[config.mk]
export PLATFORM = sky130hd
export DESIGN_NAME = etf_ctrl
export DESIGN_NICKNAME = d
export VERILOG_FILES = /design/src/rtl/etf_pkg.sv /design/src/rtl/etf_ctrl.sv
export SDC_FILE = /design/constraint.sdc
export NUM_CORES = 1
export LEC_CHECK = 0
export ABC_AREA = 1
export BUFFER_PORTS_ARGS = -buffer_cell sky130_fd_sc_hd__buf_2
export CORE_AREA = 5 5 42 44
export DETAILED_ROUTE_END_ITERATION = 10
export DIE_AREA = 0 0 47 49
export MAX_ROUTING_LAYER = met4
export PLACE_DENSITY = 0.41
export SETUP_SLACK_MARGIN = 0.1
export SLEW_MARGIN = 20
export SYNTH_ARGS = -nofsm -noshare
export SYNTH_HDL_FRONTEND = slang
export SYNTH_SLANG_ARGS = --single-unit
[constraint.sdc]
create_clock -name clock -period 1.2 [get_ports clock]
set_input_delay 0.06 -clock clock [delete_from_list [all_inputs] [get_ports clock]]
set_output_delay 0.06 -clock clock [all_outputs]
set_load 0.1 [all_outputs]
[src/rtl/etf_pkg.sv]
// ----------------------------------------------------------------------------
// etf_pkg
// Shared types and fixed constants of the escape-time fractal iterator:
// register indexes, formula codes, reset values and the controller/datapath
// command and status groups.
// ----------------------------------------------------------------------------
package etf_pkg;

   localparam int COUNT_W     = 16;
   localparam int STYLE_W     = 2;
   localparam int CSR_INDEX_W = 1;
   localparam int CSR_DATA_W  = 16;

   localparam logic [CSR_INDEX_W-1:0] CSR_STYLE = 1'd0;
   localparam logic [CSR_INDEX_W-1:0] CSR_LIMIT = 1'd1;

   localparam logic [STYLE_W-1:0] STYLE_MANDEL = 2'd0;
   localparam logic [STYLE_W-1:0] STYLE_CUBIC  = 2'd1;
   localparam logic [STYLE_W-1:0] STYLE_REAL   = 2'd2;
   localparam logic [STYLE_W-1:0] STYLE_SKEW   = 2'd3;

   localparam logic [STYLE_W-1:0] STYLE_RESET = STYLE_MANDEL;
   localparam logic [COUNT_W-1:0] LIMIT_RESET = 16'd1000;

   typedef struct packed {
      logic load;   // capture c, clear z and count
      logic mul;    // register x*x, y*y, x*y and the range/limit flags
      logic mul2;   // register the cubic-mix second products
      logic step;   // commit the new z, bump the count
      logic emit;   // load the result register
   } cmd_type;

   typedef struct packed {
      logic finish; // escaped or limit reached
      logic cubic;  // formula needs the second multiply pass
   } status_type;

endpackage

[src/rtl/etf_ctrl.sv]
// ----------------------------------------------------------------------------
// etf_ctrl
// Sequencer for one point: load, multiply pass(es), escape/update, result
// hand-off. Owns the handshake of both channels.
// ----------------------------------------------------------------------------
module etf_ctrl import etf_pkg::*; (
   input  logic       clock,
   input  logic       reset,
   input  logic       req_valid,
   output logic       req_ready,
   output logic       rsp_valid,
   input  logic       rsp_ready,
   input  status_type status,
   output cmd_type    cmd
);

   typedef enum logic [1:0] {
      ST_IDLE,
      ST_MUL,
      ST_MUL2,
      ST_UPD
   } state_type;

   state_type state_ff;
   logic      rsp_valid_ff;
   logic      out_free;

   assign out_free  = !rsp_valid_ff || rsp_ready;
   assign req_ready = (state_ff == ST_IDLE);
   assign rsp_valid = rsp_valid_ff;

   always_comb begin
      cmd = '0;
      case (state_ff)
         ST_IDLE: cmd.load = req_valid;
         ST_MUL:  cmd.mul  = 1'b1;
         ST_MUL2: cmd.mul2 = 1'b1;
         ST_UPD: begin
            if (status.finish) begin
               cmd.emit = out_free;
            end else begin
               cmd.step = 1'b1;
            end
         end
         default: cmd = '0;
      endcase
   end

   always_ff @(posedge clock) begin
      if (reset) begin
         state_ff     <= ST_IDLE;
         rsp_valid_ff <= 1'b0;
      end else begin
         case (state_ff)
            ST_IDLE: if (req_valid) state_ff <= ST_MUL;
            ST_MUL:  state_ff <= status.cubic ? ST_MUL2 : ST_UPD;
            ST_MUL2: state_ff <= ST_UPD;
            ST_UPD: begin
               if (!status.finish) begin
                  state_ff <= ST_MUL;
               end else if (out_free) begin
                  state_ff <= ST_IDLE;
               end
            end
            default: state_ff <= ST_IDLE;
         endcase
         if (cmd.emit) begin
            rsp_valid_ff <= 1'b1;
         end else if (rsp_ready) begin
            rsp_valid_ff <= 1'b0;
         end
      end
   end

   a_accept_starts: assert property (@(posedge clock) disable iff (reset)
      req_valid && req_ready |=> state_ff == ST_MUL)
      else $error("accepted transaction did not start a multiply pass");

   a_emit_no_overwrite: assert property (@(posedge clock) disable iff (reset)
      rsp_valid_ff && !rsp_ready |=> !cmd.emit || $past(cmd.emit) == 1'b0)
      else $error("result register overwritten while held");

endmodule

==> results.md <==
- Outcome: finished, final reports clean
- Die W: 47 um
- Iter 0 DRT Violations: 1
- Worst min-delay path class: in -> reg
- Crit path kind: reg -> out
- Io pins: 13
- Crit end category: output pin
- Max Fclk: 838 MHz
- Filler cells: 156
- Clock tree buffer depth: 2
- Clock tree sinks: 3
- Hold_sp: rsp_ready
- Synth Instances: 38
- CORE AREA: 1400 um^2
- Dpl hpwl: 471 um
- Placed Cells: 66
- Flop-to-flop setup slack: 30 ps
- Crit path required time: 1140 ps
- Arrival time at the worst endpoint: 1130 ps
- Reg-to-reg startpoint: state_ff[1]$_SDFFE_PP0P_
- Syn nets: 48
- I/O Buffers: 12
- First-pass detailed-route iteration total: 2
- Library cells used by synthesis: 10
- Worst path slowest cell: dfxtp_4
- Worst-Margin Slew: 486 ps
- Fin nets: 73
- Root Buffer: clkbuf_4
- Syn_area_per_cell: 6.59 um^2
- Vias in the first global route: 273
- Top area cells in the synthesized netlist: dfxtp_1 (24%), ha_1 (20%), inv_1 (14%)
- Clk Latency, worst-skew pair: 230 ps
- Initial Utilization: 17.9%
- # setup viols final: 0
- Antenna violations before repair: 0
- Final WL: 591 um
- Routed vias/inst: 3.68
- Ant diodes: 0
- Yosys Warn Count: 0
- Placer Congestion: 0.747
- Hold Path Sink: rsp_valid$_SDFFE_PP0P_
- Yosys top cell by area: dfxtp_1
- Floorplan row count: 14
- Max incr delay on CP: 380 ps
- Post-Syn Area: 250 um^2
- CTS tree: done
- CP startpoint kind: flop
- Clock Pin Slew Worst Setup and Hold Paths: 40 ps
- Wire per inst: 7.58 um
- Largest net degree at the start of global routing: 5
- Top cell type's share of synthesized area: 24.0%
- Hold-critical path depth: 4
- Clock skew: 4.16 ps
- Post-route clock period utilization: 99.5%
- Unrepaired setup endpoints after global routing: true
- Area Growth Syn to Fin: 145%
- Deepest level of the CTS H-tree: 1
- Delay-heaviest family, CP: flip-flops
- GRT Resource Usage Total: 6.34%
- Crit-path cells: inv_4 -> ha_4 -> nand2_4 -> clkinvlp_4 -> buf_12
- DRC: 0
- Die Ht: 49 um
- Min Clock Period, post-route: 1190 ps
- Final std cells w/o fill: 78
- Worst hold slack: 151 ps
- Share of layout cells above drive strength 1: 69.4%
- Max Fanout on Critical Path: 3
- Routed vias: 287
- R2r endpoint: state_ff[0]$_SDFFE_PP0P_
- Die footprint: 2300 um^2
- Final Max Tran Viols: 0
- Total grt overflow: 0
- Final hold viol count: 0
- Post-DRT Antenna Nets: 0
- Max_cap viols: 0
- CTS buffer count: 3
- #FFs+latches synth: 3
- FF-to-FF path depth: 7
- Global-route wire length before repair: 1.04 mm
- Buf+Inv Stages, Crit Path: 3
- Post-synthesis sequential area ratio: 24.0%
- Slew margin rel.: 67.8%
[worst min-delay path, cell delays in order]
cell,delay (ps)
buf_2,100
nor2_4,50
nor2_1,90
nor2_1,40
[worst max-delay path by stage]
stage	depth (start not counted)	slack, ps	start	to
after floorplan	4	-70	state_ff[0]$_SDFFE_PP0P_	cmd[4]
after global routing	5	-30	state_ff[1]$_SDFFE_PP0P_	cmd[4]
final	5	6	state_ff[1]$_SDFFE_PP0P_	cmd[4]
after CTS	5	3	state_ff[1]$_SDFFE_PP0P_	cmd[4]
after global placement	7	40	state_ff[0]$_SDFFE_PP0P_	state_ff[0]$_SDFFE_PP0P_
after detailed placement	7	40	state_ff[0]$_SDFFE_PP0P_	state_ff[0]$_SDFFE_PP0P_
[layout make-up]
class	instances	area [um^2]	share of cell area [%]
repair buffers	20	213	34.7
clock buffers	4	26.3	4.29
well taps	16	20.0	3.27
flip-flops and latches	3	71.3	11.6
multi-input cells	25	233	38.0
inverters	10	50.0	8.16
[logic make-up after synthesis]
kind of cell,Yosys count,share of synthesized area [%]
buffers and inverters,10,15.0
DFF,3,24.0
adders and majority gates,4,20.0
and+or+nand+nor,21,41.0
[layout by cell type, fill, tap and decap left out]
cell type	instances
buf_4	7
nor2_1	6
buf_2	6
buf_12	6
inv_1	5
nand2_1	5
nand2_4	4
ha_4	4
clkbuf_4	3
dfxtp_4	3
nor2_4	2
inv_4	2
clkinvlp_4	2
nand2_2	2
inv_2	1
nor2_2	1
nand3_1	1
clkbuf_1	1
dlygate4sd3_1	1
[what timing repair did]
| action | in CTS | in global routing |
|---|---|---|
| buffers inserted | 7 | 0 |
| pin swaps | 5 | 3 |
| resized for setup | 5 | 2 |
| hold endpoints to repair | 1 | 0 |
| hold buffers | 1 | 0 |
| setup endpoints to repair | 5 | 8 |
[layer usage]
layer	share of wire [%]	vias up	GRT usage [%]	routed length (um)
met5	0	-	-	0
met2	58	6	9.50	342
met1	36	125	7.44	212
met4	0	0	1.38	0
li1	-	156	-	-
met3	6.1	0	3.32	36
[state kept, by name, summed over array words and instances (netlist names)]
name	count
state_ff	2
rsp_valid	1
[synthesized netlist by cell type, drive strengths merged]
library cell	number
nand2	11
inv	10
nor2	9
ha	4
dfxtp	3
nand3	1
[through the flow]
step	TNS, ps	instance area [um^2]	utilization (%)	worst slack [ps]
3_5_place_dp	0	492	35.1	36.2
6_report	0	613	43.8	6.34
4_1_cts	0	606	43.2	2.58
2_1_floorplan	-76.1	322	-	-71.0
5_1_grt	-101	613	43.8	-32.0
3_3_place_gp	0	492	35.1	37.8
Power is left out: the tool's default activity adds up to more than one toggle a clock period on the data nets, which glitch-free logic cannot reach.
